File: config.mk
export PLATFORM = sky130hd
export DESIGN_NAME = rpag_cordic_cell
export DESIGN_NICKNAME = d
export VERILOG_FILES = /design/src/design/rpag_pkg.sv /design/src/design/rpag_cordic_cell.sv
export SDC_FILE = /design/constraint.sdc
export NUM_CORES = 1
export LEC_CHECK = 0
export BUFFER_PORTS_ARGS = -buffer_cell sky130_fd_sc_hd__buf_2
export CAP_MARGIN = 20
export CORE_MARGIN = 2
export CORE_UTILIZATION = 50
export DETAILED_ROUTE_END_ITERATION = 8
export PLACE_DENSITY = 0.71
export SYNTH_ARGS = -nofsm -noshare
export SYNTH_HDL_FRONTEND = slang
export SYNTH_SLANG_ARGS = --single-unit
export TNS_END_PERCENT = 1
File: constraint.sdc
create_clock -name clk -period 4.9 [get_ports clk]
set_input_delay 0.735 -clock clk [delete_from_list [all_inputs] [get_ports clk]]
set_output_delay 0.735 -clock clk [all_outputs]
set_load 0.05 [all_outputs]
File: src/design/rpag_pkg.sv
package rpag_pkg;

  // Table geometry
  localparam int TABLE_ENTRIES = 256;
  localparam int TIDX_W = $clog2(TABLE_ENTRIES);
  localparam int TCNT_W = TIDX_W + 1;
  localparam int CDF_W = 17;

  // Angle constants, Q4.12 and Q28 radians
  localparam logic signed [17:0] HALF_PI_Q12 = 18'sd6434;
  localparam logic [14:0] TWO_PI_Q12 = 15'd25736;
  localparam logic [29:0] PI_Q28 = 30'd843314857;

  // CORDIC chain sizing
  localparam int CORDIC_STEPS = 16;
  localparam int SHIFT_W = $clog2(CORDIC_STEPS);
  localparam int CX_W = 28;
  localparam int CZ_W = 20;
  localparam logic signed [CZ_W-1:0] HALF_PI_Q16 = 20'sd102944;
  localparam logic signed [CZ_W-1:0] ATAN_Q16 [CORDIC_STEPS] = '{
    20'sd51472, 20'sd30386, 20'sd16055, 20'sd8150, 20'sd4091, 20'sd2047, 20'sd1024,
    20'sd512, 20'sd256, 20'sd128, 20'sd64, 20'sd32, 20'sd16, 20'sd8, 20'sd4, 20'sd2
  };

  // Interpolation divider sizing
  localparam int PNUM_W = TIDX_W + CDF_W;
  localparam int NPROD_W = PNUM_W + 30;
  localparam int NUM_W = PNUM_W + 31;
  localparam int DEN_W = CDF_W + TIDX_W + 16;
  localparam int QUOT_W = 15;

  // Configuration register indexes
  localparam int CFG_IDX_W = 8;
  localparam logic [CFG_IDX_W-1:0] CFG_CENTRE_X = 8'd0;
  localparam logic [CFG_IDX_W-1:0] CFG_CENTRE_Y = 8'd1;
  localparam logic [CFG_IDX_W-1:0] CFG_INNER_RADIUS = 8'd2;
  localparam logic [CFG_IDX_W-1:0] CFG_OUTER_RADIUS = 8'd3;
  localparam logic [CFG_IDX_W-1:0] CFG_INTERIOR_FRACTION = 8'd4;
  localparam logic [CFG_IDX_W-1:0] CFG_RING_FRACTION = 8'd5;
  localparam logic [CFG_IDX_W-1:0] CFG_PATTERN_MODES = 8'd6;
  localparam logic [CFG_IDX_W-1:0] CFG_FIXED_ANGLE = 8'd7;

  // Input item kinds
  localparam logic MODE_LOAD = 1'b0;
  localparam logic MODE_SAMPLE = 1'b1;

  typedef enum logic [1:0] {
    PAT_RADIAL, PAT_TANGENTIAL, PAT_FIXED, PAT_RANDOM
  } pattern_t;

  typedef enum logic [1:0] {
    REGION_INTERIOR, REGION_RING, REGION_OUTSIDE
  } region_t;

  typedef enum logic [3:0] {
    ST_IDLE, ST_MUL_DX, ST_MUL_DY, ST_MUL_R1, ST_MUL_R2, ST_MUL_DEF, ST_DECIDE,
    ST_WALK_START, ST_WALK, ST_SEG, ST_NUM_MUL, ST_DIV_START, ST_DIV, ST_FINISH
  } state_t;

  // Data handed from one CORDIC cell to the next
  typedef struct packed {
    logic valid;
    logic signed [CX_W-1:0] x;
    logic signed [CX_W-1:0] y;
    logic signed [CZ_W-1:0] z;
  } cordic_t;

endpackage

File: src/design/rpag_cordic_cell.sv
module rpag_cordic_cell (
  input  logic clk,
  input  logic rst,
  input  logic [rpag_pkg::SHIFT_W-1:0] shift,
  input  logic signed [rpag_pkg::CZ_W-1:0] step_angle,
  input  rpag_pkg::cordic_t din,
  output rpag_pkg::cordic_t dout
);
  import rpag_pkg::*;

  logic valid;
  logic signed [CX_W-1:0] x;
  logic signed [CX_W-1:0] y;
  logic signed [CZ_W-1:0] z;
  logic signed [CX_W-1:0] xs;
  logic signed [CX_W-1:0] ys;

  // Arithmetic shifts round toward minus infinity.
  assign xs = din.x >>> shift;
  assign ys = din.y >>> shift;

  // Marker of a live rotation moving down the chain.
  always_ff @(posedge clk) begin
    if (rst) begin
      valid <= 1'b0;
    end else begin
      valid <= din.valid;
    end
  end

  // One micro-rotation toward y equal to zero; a zero y holds still.
  always_ff @(posedge clk) begin
    if (din.y > 0) begin
      x <= din.x + ys;
      y <= din.y - xs;
      z <= din.z + step_angle;
    end else if (din.y < 0) begin
      x <= din.x - ys;
      y <= din.y + xs;
      z <= din.z - step_angle;
    end else begin
      x <= din.x;
      y <= din.y;
      z <= din.z;
    end
  end

  assign dout = '{valid: valid, x: x, y: y, z: z};

endmodule

== Word level (Yosys, flattened, before mapping) ==
Cells that the tools add are included.

* Bits in registers: 77
* Input port bits: 103

* $add $sub $neg: 6
* Shift operators: 2
* Order comparisons: 2
* Mux-type cells: 6

{| class="wikitable"
|+ Operators with widths
! cell !! count
|-
| two-way mux 28 bit || 4
|-
| adder 28 bit || 2
|-
| >>> shifter 28 x 4 -> 28 bit || 2
|-
| subtractor 28 bit || 2
|-
| two-way mux 20 bit || 2
|-
| greater-than comparator 28 x 1 -> 1 bit, second input constant || 1
|-
| less-than comparator 28 x 1 -> 1 bit, second input constant || 1
|-
| adder 20 bit || 1
|-
| subtractor 20 bit || 1
|}

== Logic depth before layout (Yosys ltp) ==
* Depth after elaboration: 4
* Depth in mapped cells: 22
* Mapped depth without buffers: 19

== Least setup slack after synthesis ==
Ideal clock, no wire load.

* Path kind: input -> register
* Start point: input port shift[1] in the netlist's numbering
* End point: register y[26]
* Library setup time: 0.069 ns
* Arrival: 5.194 ns
* Stages on the path: 19
* Data required time: 4.831 ns
* Slack: -0.364 ns
* Path through: clkbuf_1 > clkbuf_1 > buf_1 > mux2i_1 > mux4_2 > o21ai_0 > ha_1 > inv_1 > fa_1 > a21oi_1 > o21ai_1 > a2111oi_1 > o31ai_1 > nand4_1 > a41oi_1 > a311oi_1 > xor2_1 > or3_1 > o21ai_1

* Word-level cells in the longest chain between the ends: 4
* Elaborated cells between the ends (all ways): 5
* Those cells by class: add/sub (2); shift (1); mux (2)

{| class="wikitable"
|+ RTL lines
! item !! line !! source
|-
| start, declared || rpag_cordic_cell.sv:4 || <nowiki>input logic [rpag_pkg::SHIFT_W-1:0] shift,</nowiki>
|-
| >>> shifter 28 x 4 -> 28 bit (*) || rpag_cordic_cell.sv:19 || <nowiki>assign xs = din.x >>> shift;</nowiki>
|-
| adder 28 bit || rpag_cordic_cell.sv:39 || <nowiki>y <= din.y + xs;</nowiki>
|-
| two-way mux 28 bit || rpag_cordic_cell.sv:37 || <nowiki>end else if (din.y < 0) begin</nowiki>
|-
| two-way mux 28 bit (*) || rpag_cordic_cell.sv:33 || <nowiki>if (din.y > 0) begin</nowiki>
|-
| end signal, assigned || rpag_cordic_cell.sv:35 || <nowiki>y <= din.y - xs;</nowiki>
|-
| end signal, assigned || rpag_cordic_cell.sv:39 ||
|-
| end signal, assigned || rpag_cordic_cell.sv:43 || <nowiki>y <= din.y;</nowiki>
|-
| end, declared || rpag_cordic_cell.sv:13 || <nowiki>logic signed [CX_W-1:0] y;</nowiki>
|}

Mark *: on every way between the ends. The rest lies on a longest branch, timed or not.
A chain may end at the register's enable or synchronous reset.

== Final worst setup path ==
Same ends and word-level chain as after synthesis.

==> out/qor.csv <==
stage,metric,value,unit
power,p_per_area,309.5,nW/um^2
power,vdd_drop_max,0.0001711,V
synth,synth_area_per_cell,7.395,um^2
synth,synth_flop_cell,dfxtp_1,
placed_design,gp_congestion,0.9623,
synth,yosysWarningCount,0,
clock_network,cts_root_buf,clkbuf_16,
routing,detailedRoute.firstPassIterationCount,5,
clock_network,cts.repair.resized,0,
layout,synthToLayoutAreaGrowth,17.83,%
synth,synth_top_area_share,15.83,%
worst_setup_path,end_kind,flip-flop,
timing,period_share,96.06,%
synth,synth_edf_count,0,
synth,ys_ff_latch,77,
clock_network,cts_buffers,9,
synth,yosysSeqAreaShare,12.75,%
timing,finalHoldViolations,0,
routing,drt_iter0_drc,969,
routing,drt-total-wl,37.74,mm
worst_setup_path,cp_top_family,compound AO/OA/AOI/OAI gates,
synth,synth_fp_nets,1897,
worst_setup_path,critPathKind,in -> reg,
floorplanning,die_width,159.5,um
timing,worst_slew_pin_slew,792.8,ps
clock_network,htree_levels,3,
routing,wl_per_cell,17.38,um
outcome,outcome,"finished, final reports clean",
placed_design,placed_area,13960,um^2
global_route,grt_max_degree,60,
clock_network,ctsHoldBuffers,0,
synth,ys_types,78,
layout,ff_latch_area,1541,um^2
worst_setup_path,worstSetupEndpoint,y[26],
floorplanning,die_h,159.5,um
worst_setup_path,worst_path_max_delay_cell,mux4_2,
worst_setup_path,start_kind,input port,
worst_setup_path,cp.arrival,4930,ps
clock_network,clk_pin_slew,70,ps
clock_network,clk_path_buf_depth,2,
layout,drive_above_1_share,21.22,%
timing,setup_violations,0,
synth,synthTopCellsByCount,"ha_1 (153), inv_1 (144), nand2_1 (144), nor2_1 (137), a21oi_1 (133)",
routing,ant_nets,0,
worst_setup_path,crit_chain,"buf_2, buf_12, mux2i_1, mux4_2, o21ai_0, buf_4, ha_1, inv_1, fa_1, or2_0, a211oi_1, o211ai_1, o22ai_1, o22ai_1, o31a_1, nor4_1, a211oi_1, xnor2_1, o21ai_1",
global_route,grt_pass1_wl,61.33,mm
clock_network,post_cts_buffers,0,
timing,min_period,4707,ps
floorplanning,core_area,23610,um^2
routing,vias_per_cell,5.848,
routing,drcViolationCount,0,
synth,synth_area_leaders,"ha_1 (16%), dfxtp_1 (13%), xnor2_1 (7.4%), a21oi_1 (5.5%), inv_1 (4.5%)",
worst_setup_path,critPathBufInv,4,
global_route,antenna_found_initial,2,
worst_setup_path,crit_path_max_fanout,18,
timing,rsz0062_at_grt,true,
floorplanning,io_pins,180,
global_route,overflow,0,
power,p_total,4.409,mW
layout,final_net_count,2109,
layout,post-route-cell-area,14250,um^2
floorplanning,fp-row-count,56,
timing,setup_ws,193.0,ps
worst_setup_path,cp-startpoint,shift[1],
timing,relSlewSlack,47.15,%
floorplanning,die_area,25440,um^2
synth,syn_inst,1635,
floorplanning,initial_core_util,51.20,%
worst_setup_path,path_depth,19,
power,p_leak,6.703,nW
job,maxCapViolCount,0,
layout,n_antenna_cell,0,
clock_network,clock-sinks,77,
synth,synthMostInstantiatedCell,ha_1,
worst_setup_path,worstPathRequired,5120,ps
worst_setup_path,crit_path_max_incr_delay,450,ps
routing,num_vias,12697,
layout,multi_input_area,9656,um^2
clock_network,cts_tree,built,
global_route,grt_pass1_vias,12102,
worst_hold_path,hp-class,in -> reg,
layout,fill_cells,2279,
synth,synth_area,12090,um^2
timing,drv_slew,0,
placed_design,io_buffers,179,
synth,async_reset_ff_share,0,%
placed_design,preCtsSetupSlack,-104.8,ps
synth,yosysTopAreaCell,ha_1,
timing,fmax,212.5,MHz
placed_design,dp_hpwl,29.47,mm
global_route,grt_usage,29.13,%
-- stage by stage --
step	TNS (ps)	utilization [%]	hold WS [ps]	instances
2_1_floorplan	0	-	806.6	1635
5_1_grt	-22.91	60.33	522.0	2171
3_5_place_dp	-285.7	59.14	895.0	2155
3_3_place_gp	-95.22	59.14	888.9	2155
6_report	0	60.33	520.9	2171
4_1_cts	0	60.28	517.9	2171
-- power breakdown --
part | switching [mW] | internal (mW)
clock network | 0.312 | 0.343
logic | 1.85 | 1.06
registers | 0.0398 | 0.800
-- cells by family after synthesis --
| logic type | share of synthesized area (%) |
|---|---|
| adder cells (fa/ha/maj) | 16.83 |
| XOR/XNOR | 8.621 |
| AND/OR/NAND/NOR | 16.44 |
| flip-flops | 12.75 |
| multiplexers | 9.976 |
| AO/OA/AOI/OAI | 27.74 |
| buffers and inverters | 7.648 |
-- registers in the layout, summed over array words and instances (netlist names) --
signal	cells
x	28
y	28
z	20
valid	1
-- per-layer routing --
metal | wire length, um | track usage (%)
met1 | 17170 | 39.97
met2 | 17050 | 47.21
met3 | 2542 | 4.220
met4 | 932 | 9.050
met5 | 37 | 0
-- worst min-delay path by stage --
stage                     start  endpoint  cells past startpoint
after detailed placement    rst     valid                      2
final                       rst     valid                      2
after floorplan             rst     valid                      1
after CTS                   rst     valid                      2
after global routing        rst     valid                      2
after global placement      rst     valid                      2
-- cell type report --
type | count | share of cell area (%)
multi-input combinational | 1316 | 67.78
clock inverter | 6 | 0.2810
inverter | 149 | 3.926
timing repair buffer | 294 | 12.79
tap | 319 | 2.802
sequential | 77 | 10.82
clock buffer | 10 | 1.607
-- placed cells by master, fill, tap and decap left out, types with 77 or more instances in the layout --
cell / count
xnor2_1: 102
o21ai_0: 95
dfxtp_1: 77
buf_2: 179
nand2_1: 144
buf_4: 110
inv_1: 143
a21oi_1: 133
nor2_1: 136
ha_1: 153
No activity file was read; power rests on OpenSTA's default activity.
