## src/design/rpag_pkg.sv

```systemverilog
package rpag_pkg;

  // Table geometry
  localparam int TABLE_ENTRIES = 256;
  localparam int TIDX_W = $clog2(TABLE_ENTRIES);
  localparam int TCNT_W = TIDX_W + 1;
  localparam int CDF_W = 17;

  // Angle constants, Q4.12 and Q28 radians
  localparam logic signed [17:0] HALF_PI_Q12 = 18'sd6434;
  localparam logic [14:0] TWO_PI_Q12 = 15'd25736;
  localparam logic [29:0] PI_Q28 = 30'd843314857;

  // CORDIC chain sizing
  localparam int CORDIC_STEPS = 16;
  localparam int SHIFT_W = $clog2(CORDIC_STEPS);
  localparam int CX_W = 28;
  localparam int CZ_W = 20;
  localparam logic signed [CZ_W-1:0] HALF_PI_Q16 = 20'sd102944;
  localparam logic signed [CZ_W-1:0] ATAN_Q16 [CORDIC_STEPS] = '{
    20'sd51472, 20'sd30386, 20'sd16055, 20'sd8150, 20'sd4091, 20'sd2047, 20'sd1024,
    20'sd512, 20'sd256, 20'sd128, 20'sd64, 20'sd32, 20'sd16, 20'sd8, 20'sd4, 20'sd2
  };

  // Interpolation divider sizing
  localparam int PNUM_W = TIDX_W + CDF_W;
  localparam int NPROD_W = PNUM_W + 30;
  localparam int NUM_W = PNUM_W + 31;
  localparam int DEN_W = CDF_W + TIDX_W + 16;
  localparam int QUOT_W = 15;

  // Configuration register indexes
  localparam int CFG_IDX_W = 8;
  localparam logic [CFG_IDX_W-1:0] CFG_CENTRE_X = 8'd0;
  localparam logic [CFG_IDX_W-1:0] CFG_CENTRE_Y = 8'd1;
  localparam logic [CFG_IDX_W-1:0] CFG_INNER_RADIUS = 8'd2;
  localparam logic [CFG_IDX_W-1:0] CFG_OUTER_RADIUS = 8'd3;
  localparam logic [CFG_IDX_W-1:0] CFG_INTERIOR_FRACTION = 8'd4;
  localparam logic [CFG_IDX_W-1:0] CFG_RING_FRACTION = 8'd5;
  localparam logic [CFG_IDX_W-1:0] CFG_PATTERN_MODES = 8'd6;
  localparam logic [CFG_IDX_W-1:0] CFG_FIXED_ANGLE = 8'd7;

  // Input item kinds
  localparam logic MODE_LOAD = 1'b0;
  localparam logic MODE_SAMPLE = 1'b1;

  typedef enum logic [1:0] {
    PAT_RADIAL, PAT_TANGENTIAL, PAT_FIXED, PAT_RANDOM
  } pattern_t;

  typedef enum logic [1:0] {
    REGION_INTERIOR, REGION_RING, REGION_OUTSIDE
  } region_t;

  typedef enum logic [3:0] {
    ST_IDLE, ST_MUL_DX, ST_MUL_DY, ST_MUL_R1, ST_MUL_R2, ST_MUL_DEF, ST_DECIDE,
    ST_WALK_START, ST_WALK, ST_SEG, ST_NUM_MUL, ST_DIV_START, ST_DIV, ST_FINISH
  } state_t;

  // Data handed from one CORDIC cell to the next
  typedef struct packed {
    logic valid;
    logic signed [CX_W-1:0] x;
    logic signed [CX_W-1:0] y;
    logic signed [CZ_W-1:0] z;
  } cordic_t;

endpackage

```

## src/design/rpag_divider.sv

```systemverilog
module rpag_divider (
  input  logic clk,
  input  logic rst,
  input  logic start,
  input  logic [rpag_pkg::NUM_W-1:0] num,
  input  logic [rpag_pkg::DEN_W-1:0] den,
  output logic done,
  output logic [rpag_pkg::QUOT_W-1:0] quot
);
  import rpag_pkg::*;

  localparam int CNT_W = $clog2(QUOT_W);

  logic busy;
  logic [CNT_W-1:0] cnt;
  logic [NUM_W-1:0] rem;
  logic [NUM_W-1:0] dsh;

  // Control: one quotient bit per cycle, done pulses after the last one.
  always_ff @(posedge clk) begin
    if (rst) begin
      busy <= 1'b0;
      done <= 1'b0;
      cnt <= '0;
    end else begin
      done <= 1'b0;
      if (start) begin
        busy <= 1'b1;
        cnt <= CNT_W'(QUOT_W - 1);
      end else if (busy) begin
        if (cnt == '0) begin
          busy <= 1'b0;
          done <= 1'b1;
        end else begin
          cnt <= cnt - 1'b1;
        end
      end
    end
  end

  // Restoring division with the divisor walking down from its top position.
  always_ff @(posedge clk) begin
    if (start) begin
      rem <= num;
      dsh <= NUM_W'(den) << (QUOT_W - 1);
      quot <= '0;
    end else if (busy) begin
      if (rem >= dsh) begin
        rem <= rem - dsh;
        quot <= {quot[QUOT_W-2:0], 1'b1};
      end else begin
        quot <= {quot[QUOT_W-2:0], 1'b0};
      end
      dsh <= dsh >> 1;
    end
  end

endmodule

```

## config.mk

```make
export PLATFORM = sky130hd
export DESIGN_NAME = rpag_divider
export DESIGN_NICKNAME = d
export VERILOG_FILES = /design/src/design/rpag_pkg.sv /design/src/design/rpag_divider.sv
export SDC_FILE = /design/constraint.sdc
export NUM_CORES = 1
export LEC_CHECK = 0
export BUFFER_PORTS_ARGS = -buffer_cell sky130_fd_sc_hd__buf_2
export CAP_MARGIN = 5
export CORE_MARGIN = 2
export CORE_UTILIZATION = 42
export DETAILED_ROUTE_END_ITERATION = 7
export PLACE_DENSITY = 0.62
export SLEW_MARGIN = 20
export SYNTH_ARGS = -nofsm -noshare
export SYNTH_HDL_FRONTEND = slang
export SYNTH_SLANG_ARGS = --single-unit
```

## constraint.sdc

```tcl
create_clock -name clk -period 5.35 [get_ports clk]
set_input_delay 0 -clock clk [delete_from_list [all_inputs] [get_ports clk]]
set_output_delay 0 -clock clk [all_outputs]
set_load 0.005 [all_outputs]
```

-- Yosys cells after proc, flatten, opt, wreduce, memory -nomap -nowiden
Index checks and enable logic that the tools add are counted.
- word-level logic and storage cells: 35
- register bits: 132
- bitwise logic cells: 2
- eq/ne operators: 1
- mux-type cells: 13
- magnitude comparators: 1
- reductions and logical operators: 8
- $add $sub $neg: 2
- operators with widths (operator ; number):
    56-bit 2-to-1 mux ; 3
    55-bit 2-to-1 mux ; 2
    56-bit by 55-bit greater-or-equal comparator with 1-bit output ; 1
    56-bit by 55-bit subtractor with 56-bit output ; 1
    4-bit 2-to-1 mux ; 3
    2-bit AND reduction ; 3
    1-bit 2-to-1 mux ; 5
    4-bit logical NOT ; 1
    2-bit nonzero test ; 2
    4-bit by 1-bit subtractor with 4-bit output (second input constant) ; 1
    3-bit OR reduction ; 1
    2-bit != test (second input constant) ; 1
    1-bit NOT ; 2
    2-bit OR reduction ; 1

-- Depth between registers and ports, before layout
Gate-level depths: netlist of run 1.
- depth in word-level cells: 4
- mapped depth: 14

-- Worst setup path after synthesis of run 1
No wires, ideal clock.
- path type: reg2reg
- start point: register rem[0]
- end point: register rem[0], enable pin
- library setup time: 637 ps
- cell stages (with the launch flop): 14
- setup slack: 1327 ps
- buffers on the path: 0
- period minus slack after synthesis: 4023 ps
- arrival: 3386 ps
- cells stage by stage: edfxtp_1 -> inv_1 -> ha_1 -> inv_1 -> fa_1 -> a211oi_1 -> o21ai_1 -> o2111a_1 -> o21ai_0 -> a21oi_1 -> o21ai_0 -> a211oi_1 -> o221ai_1 -> nand2_1
- word-level cells in the longest chain between the ends: 3
- RTL lines (item ; RTL line ; text):
    start: declaration ; rpag_divider.sv:16 ; logic [NUM_W-1:0] rem;
    start signal: assignment ; rpag_divider.sv:44 ; rem <= num;
    start signal: assignment ; rpag_divider.sv:49 ; rem <= rem - dsh;
    56-bit by 55-bit greater-or-equal comparator with 1-bit output ; rpag_divider.sv:48 ; if (rem >= dsh) begin
    2-bit nonzero test (no source line) ; n/a ;
    2-bit AND reduction (no source line) ; n/a ;
Every way passes these cells.
A chain may end at the register's enable or synchronous reset.

-- Worst setup path after layout of run 1
- start point: register rem[0]
- end point: register rem[38], enable pin
The elaborated chain is that of the path after synthesis.

==> summary.md, run 1 <==
| Metric | Value |
|---|---|
| Number of nets in the finished design | `between 1000 and 1500` |
| IO Pins | `116` |
| Clock buffer depth | `2` |
| CTS Root Buffer Type | `sky130_fd_sc_hd__clkbuf_16` |
| Layout cell share with drive strength beyond 1 | `15.4%` |
| Wire length per cell | `approximately 16 um` |
| Fin. Hold Viols | `0` |
| Worst Skew | `between 0.01 and 0.015 ns` |
| TritonCTS clock tree | `done` |
| Cell type contributing the most total cell area after synthesis | `sky130_fd_sc_hd__edfxtp_1` |
| Port Buffer Count | `between 100 and 150` |
| Multi-input combinational cell area | `4840 um2` |
| First-pass iteration count of the detailed router | `7` |
| Syn avg cell area | `just under 9 um2` |
| Post-CTS setup repair buffer count | `0` |
| DIE AREA | `22500 um2` |
| Seq. cell area | `~3600 um2` |
| Number of nets with antenna violations after routing | `0` |
| FFs w/ async S/R, synth | `0%` |
| Post-Route Hold Slack | `approximately 0.054 ns` |
| Global-route wire length before repair | `approximately 37000 um` |
| Number of global-route vias before repair | `~7500` |
| HPWL after DPL | `between 15000 and 20000 um` |
| Required time of the worst setup path | `roughly 5.5 ns` |
| Hold Path Origin | `num[54]` |
| Largest fanout of any net on the critical path | `34` |
| Element type at the critical path start | `flip-flop` |
| Time the final worst path needs with I/O delays and setup | `4.07 ns` |
| Hold buffer count at CTS | `~100` |
| Number of flops mapped to enable cells by yosys | `97` |
| Tot GR Track Use | `between 20% and 30%` |
| Vias per cell | `roughly 5.3` |
| End of the worst register-to-register path | `rem[38]` |
| Total negative setup slack | `0 ns` |
| Post-Syn Area | `about 8900 um2` |
| Origin of the critical flop-to-flop path | `rem[0]` |
| Number of nets produced by synthesis | `1157` |
| Final number of max-transition violations | `0` |
| Instance count of the mapped netlist | `approximately 1000` |
| Setup-violating endpoint count in the final report | `0` |
| Fmax achieved | `about 0.25 GHz` |
| Distinct cell type count of the synthesized netlist | `78` |
| Register-to-register path setup slack | `around 1.3 ns` |
| Die Width | `~150 um` |
| Run status | `complete, no violations` |
| Clock Latency Late Sink | `approximately 0.44 ns` |
| Standby leakage power | `4.71 nW` |
| Clock input transition at the sequential cells of the worst setup and hold paths | `about 0.06 ns` |
| WS Path Type | `flip-flop to flip-flop` |
| Layout area overhead | `26.1%` |
| Worst-case reg-to-reg path depth | `14` |
| Critical path data arrival time | `approximately 4.2 ns` |
| Total congestion overflow | `0` |
| Starting Density | `approximately 43%` |
| # resized after CTS | `0` |
| Top cells by area, synth | `sky130_fd_sc_hd__edfxtp_1 33%, sky130_fd_sc_hd__ha_1 8.0%, sky130_fd_sc_hd__dfxtp_1 7.8%` |
| Total clock sinks | `between 100 and 150` |
| CTS HTree Levels | `4` |
| Flip-flop and latch count after synthesis | `roughly 130` |
| Crit share post-route | `roughly three quarters` |
| Vias after detailed routing | `7854` |
| Floorplan row count | `53` |
| Max-cap violation count | `0` |
| RePlAce Congestion | `0.913` |
| Pin count of the biggest net entering global routing | `87` |
| Number of cells on the worst hold path | `3` |
| Number of antenna violations at the first check in global routing | `0` |
| Dominant register cell in the synthesized netlist | `sky130_fd_sc_hd__edfxtp_1` |
| RSZ-0062 raised after global routing | `false` |
| Critical Path End Type | `flip-flop` |
| Total clock buffers created by CTS | `17` |
| Number of antenna diodes | `0` |
| Post-route DRC violation count | `0` |
| Die height | `150 um` |
| Final-layout fill cell count | `a little under 2000` |
| Hold Path Class | `input pin to flip-flop` |
| Hold endpoint | `rem[54]` |
| Worst VDD drop | `269 uV` |
| Proportion of netlist area held by the largest area contributor | `32.6%` |
| Total routed wirelength | `between 20000 and 25000 um` |
| Sequential fraction of the synthesis area | `roughly two fifths` |
| Core Area | `approximately 21000 um2` |
| Transition at the pin with the smallest max-transition slack | `~0.8 ns` |
| Pwr per Cell Area | `between 400 and 500 nW/um2` |
| YS warnings | `0` |
| Detailed Route Iter0 Violations | `473` |
| Max_slew headroom | `a little under half` |
-- layer usage --
metal	global-route usage (%)	routed length (um)	vias to the layer above	part of all wire, %
li1	-	-	3966	-
met1	29.4	11400	3652	49
met2	33.2	10300	211	45
met3	3.41	1080	25	4.7
met4	5.85	354	0	1.5
met5	0	0	-	0
-- worst max path at each step --
| stage | start | end | cells after the start |
|---|---|---|---|
| 2_1_floorplan | rem[0] | rem[0] | 13 |
| 3_3_place_gp | rem[0] | rem[39] | 14 |
| 3_5_place_dp | rem[0] | rem[39] | 14 |
| 4_1_cts | rem[0] | rem[39] | 14 |
| 5_1_grt | rem[0] | rem[38] | 14 |
| 6_report | rem[0] | rem[38] | 14 |
-- kinds of logic after synthesis --
kind of cell | Yosys count | synth area share [%]
multiplexers | 33 | 3.79
XOR/XNOR | 50 | 4.90
AO/OA/AOI/OAI | 298 | 21.9
AND/OR/NAND/NOR | 305 | 15.3
buffers and inverters | 123 | 5.50
adder cells (fa/ha/maj) | 58 | 8.20
flip-flops | 132 | 40.4
-- critical path, stage by stage, from the launching register on --
cell	delay [ns]
sky130_fd_sc_hd__edfxtp_1	0.35
sky130_fd_sc_hd__inv_1	0.07
sky130_fd_sc_hd__ha_1	0.16
sky130_fd_sc_hd__inv_1	0.06
sky130_fd_sc_hd__fa_1	0.43
sky130_fd_sc_hd__a211oi_1	0.24
sky130_fd_sc_hd__o21ai_1	0.18
sky130_fd_sc_hd__o2111a_1	0.28
sky130_fd_sc_hd__o21ai_0	0.36
sky130_fd_sc_hd__a21oi_1	0.14
sky130_fd_sc_hd__o21ai_0	0.28
sky130_fd_sc_hd__a211oi_1	0.12
sky130_fd_sc_hd__o221ai_1	0.24
sky130_fd_sc_hd__nand2_2	0.40
sky130_fd_sc_hd__buf_4	0.45
-- stage by stage --
| stage | power [mW] | cell area, um2 | utilization (%) | std cells | setup slack, ns |
|---|---|---|---|---|---|
| after floorplan | 3.22 | 8940 | - | 999 | 1.33 |
| after global placement | 3.72 | 9690 | 46.2 | 1344 | 1.43 |
| after detailed placement | 3.73 | 9690 | 46.2 | 1344 | 1.31 |
| after CTS | 5.02 | 11300 | 53.8 | 1474 | 1.25 |
| after global routing | 5.37 | 11300 | 53.8 | 1474 | 0.884 |
| final | 5.02 | 11300 | 53.8 | 1474 | 1.28 |
-- state kept, by name, summed over array words and instances (netlist names) --
signal,cells
cnt,4
busy,1
done,1
dsh,55
quot,15
rem,56
-- Yosys cell counts, drive strengths merged, types with 8 or more instances --
library cell	count
nor3	16
buf	8
nand2	154
nand4	14
xor2	22
dfxtp	35
a22o	19
a21oi	72
o21ai	108
nor2	67
a211oi	8
xnor2	28
nand3	10
mux2i	29
a21o	22
edfxtp	97
clkbuf	42
ha	57
inv	72
-- area by class of cell --
type,instances,area share (%)
Clock buffer,19,4.22
Clock inverter,13,1.13
Inverter,73,2.43
Multi-Input combinational cell,744,42.9
Sequential cell,132,32.1
Tap cell,275,3.05
Timing Repair Buffer,218,14.2
-- cell usage in the layout, fill, tap and decap left out, drive strengths merged, types with 10 or more instances in the layout --
cell type	instances
nand4	14
o21ai	108
dlygate4sd3	98
xnor2	28
nand3	10
nor3	16
a21oi	72
mux2i	29
inv	83
dfxtp	35
a22o	19
edfxtp	97
nand2	154
nor2	67
ha	57
xor2	22
clkbuf	19
buf	120
a21o	22
-- power by group --
group	internal, mW	switching [mW]
Clock	0.708	0.499
Sequential	1.36	0.0717
Combinational	0.959	1.42
(Power assumes the default switching activity.)
==> inputs of run 2 (changes only) <==
Clock period 5.35 ns to 4.1 ns, I/O delays scaled along.
==> summary.md, run 2 (synthesis results as in run 1) <==
| Metric | Value |
|---|---|
| Worst-case reg-to-reg path depth | `14 (unchanged)` |
| Depth of the critical timing path with buffers and inverters included | `14 (unchanged)` |
| Number of nets with antenna violations after routing | `0 (unchanged)` |
| Starting Density | `42.7% (unchanged)` |
| Post-CTS setup repair buffer count | `0 (unchanged)` |
| RSZ-0062 raised after global routing | `false (unchanged)` |
| Clock buffer depth | `2 (unchanged)` |
| Port Buffer Count | `115 (unchanged)` |
| Number of nets in the finished design | `1344 (unchanged)` |
| Sw Share | `38.7% (was 39.6%)` |
| # resized after CTS | `0 (unchanged)` |
| Critical path data arrival time | `3.69 ns (was 4.21 ns)` |
| IO Pins | `116 (unchanged)` |
| WS Path Type | `flip-flop to flip-flop (unchanged)` |
| Transition at the pin with the smallest max-transition slack | `1.03 ns (was 0.803 ns)` |
| Cell family contributing the most delay on the critical path | `compound AO/OA/AOI/OAI gates (unchanged)` |
| Final-layout fill cell count | `1958 (was 1953)` |
| Worst Skew | `0.0153 ns (was 0.0129 ns)` |
| Multi-input combinational cell area | `4840 um2 (about the same)` |
| Post-route DRC violation count | `0 (unchanged)` |
| Total clock sinks | `132 (unchanged)` |
| Clock Latency Late Sink | `0.44 ns (about the same)` |
| Worst VDD drop | `331 uV (was 269 uV)` |
| Pwr Total | `6.66 mW (was 5.02 mW)` |
| Final number of max-transition violations | `0 (unchanged)` |
| Sequence of cells on the critical path | `inv_1 -> ha_1 -> inv_1 -> fa_1 -> a211oi_1 -> o21ai_1 -> o2111a_1 -> o21ai_0 -> a21oi_1 -> o21ai_0 -> a211oi_1 -> o221ai_1 -> nand2_2 -> buf_4 (unchanged)` |
| Share of the core filled with cells | `53.9% (was 53.8%)` |
| Critical Path End Type | `flip-flop (unchanged)` |
| Fmax achieved | `0.281 GHz (was 0.245 GHz)` |
| Crit share post-route | `86.7% (was 76.2%)` |
| Total clock buffers created by CTS | `17 (unchanged)` |
| Total congestion overflow | `0 (unchanged)` |
| Time the final worst path needs with I/O delays and setup | `3.56 ns (was 4.07 ns)` |
| Run status | `complete, no violations (unchanged)` |
| Hold Path Class | `input pin to flip-flop (unchanged)` |
| Hold buffer count at CTS | `97 (was 98)` |
| Number of global-route vias before repair | `7475 (was 7502)` |
| Max-cap violation count | `0 (unchanged)` |
| Layout cell share with drive strength beyond 1 | `15.4% (unchanged)` |
| Cell-internal power | `4.08 mW (was 3.03 mW)` |
| DIE AREA | `22500 um2 (unchanged)` |
| Layout area overhead | `26.4% (was 26.1%)` |
| Vias after detailed routing | `7828 (was 7854)` |
| Clk pwr share | `25.0% (was 24.1%)` |
| RePlAce Congestion | `0.916 (was 0.913)` |
| Clock input transition at the sequential cells of the worst setup and hold paths | `0.06 ns (about the same)` |
| Total routed wirelength | `23400 um (was 23100 um)` |
| Total negative setup slack | `0 ns (unchanged)` |
| First-pass iteration count of the detailed router | `5 (was 7)` |
| Flip-flop count of the largest register, all copies and words added | `56 (unchanged)` |
| Core Area | `21000 um2 (unchanged)` |
| Pwr per Cell Area | `589 nW/um2 (was 445 nW/um2)` |
| Switching pwr | `2.58 mW (was 1.99 mW)` |
| TritonCTS clock tree | `done (unchanged)` |
| Relative contribution of combinational cells to total power | `46.7% (was 47.4%)` |
| Maximum single-stage delay on the critical path | `0.42 ns (was 0.45 ns)` |
| Top library cells by usage in the layout, fill and taps aside | `151 x sky130_fd_sc_hd__nand2_1, 114 x sky130_fd_sc_hd__buf_2, 99 x sky130_fd_sc_hd__o21ai_0 (unchanged)` |
| Top Registers | `rem (56), dsh (55), quot (15) (unchanged)` |
| Number of cells on the worst hold path | `3 (unchanged)` |
| Die Width | `150 um (unchanged)` |
| CTS HTree Levels | `4 (unchanged)` |
| Cell area after layout | `11300 um2 (about the same)` |
| Count of buffer and inverter cells on the critical path | `3 (unchanged)` |
| Largest fanout of any net on the critical path | `29 (was 34)` |
| Element type at the critical path start | `flip-flop (unchanged)` |
| Die height | `150 um (unchanged)` |
| Tot GR Track Use | `20.9% (about the same)` |
| Detailed Route Iter0 Violations | `569 (was 473)` |
| Fin. Hold Viols | `0 (unchanged)` |
| Pin count of the biggest net entering global routing | `107 (was 87)` |
| Number of antenna diodes | `0 (unchanged)` |
| Floorplan row count | `53 (unchanged)` |
| Global-route wire length before repair | `37200 um (was 37300 um)` |
| Setup-violating endpoint count in the final report | `0 (unchanged)` |
| Placed standard-cell area | `9700 um2 (was 9690 um2)` |
| Number of antenna violations at the first check in global routing | `0 (unchanged)` |
| Required time of the worst setup path | `4.23 ns (was 5.48 ns)` |
| Vias per cell | `5.31 (was 5.33)` |
| Fraction of power consumed by sequential logic | `28.2% (was 28.6%)` |
| Leading cell type in the layout, fill and taps excluded | `sky130_fd_sc_hd__nand2_1 (unchanged)` |
| Seq. cell area | `3610 um2 (unchanged)` |
| Standby leakage power | `4.72 nW (was 4.71 nW)` |
| Standard cell with the maximum stage delay on the critical path | `sky130_fd_sc_hd__fa_1 (was sky130_fd_sc_hd__buf_4)` |
| Max_slew headroom | `31.5% (was 46.5%)` |
| CTS Root Buffer Type | `sky130_fd_sc_hd__clkbuf_16 (unchanged)` |
| Wire length per cell | `15.9 um (was 15.7 um)` |
| Largest reg by FF count | `rem (unchanged)` |
| HPWL after DPL | `16500 um (was 16300 um)` |
run 2: power groups by stage:
stage / logic [mW] / clock network (mW) / registers (mW)
floorplan: 2.34 / 0 / 1.87
global placement: 2.97 / 0 / 1.90
detailed placement: 2.99 / 0 / 1.90
CTS: 3.09 / 1.69 / 1.88
global route: 3.44 / 1.73 / 1.90
finish: 3.11 / 1.67 / 1.88
run 2: per-layer routing:
metal,track usage [%],up-vias,routed length (um)
li1,-,3966,-
met1,29.1,3629,11300
met2,33.5,202,10700
met3,2.93,31,1010
met4,7.08,0,392
met5,0,-,0
run 2: area by class of cell:
type	count	share of cell area, %
Tap cell	275	3.04
Sequential cell	132	32.0
Timing Repair Buffer	218	14.1
Inverter	73	2.42
Clock buffer	20	4.04
Multi-Input combinational cell	744	42.8
Clock inverter	12	1.56
run 2: path summary, 6_finish.rpt:
check                           startpoint  endpoint  slack, ns
worst max-delay path                rem[0]   rem[31]       0.54
worst min-delay path                 start   rem[16]       0.01
worst max register to register      rem[0]   rem[31]       0.54
worst min register to register    quot[14]  quot[14]       0.51
run 2: tightest hold or removal path: cells and delay by family:
family | cells | cell delay (ns)
simple gates | 1 | 0.07
buf+inv | 1 | 0.20
compound gates | 1 | 0.06
run 2: metrics by stage:
step	std cells	hold WS [ns]	setup WS (ns)
2_1_floorplan	999	0.0691	0.0766
3_3_place_gp	1345	0.249	0.694
3_5_place_dp	1345	0.253	0.585
4_1_cts	1474	0.00695	0.543
5_1_grt	1474	0.0368	0.178
6_report	1474	0.0133	0.544
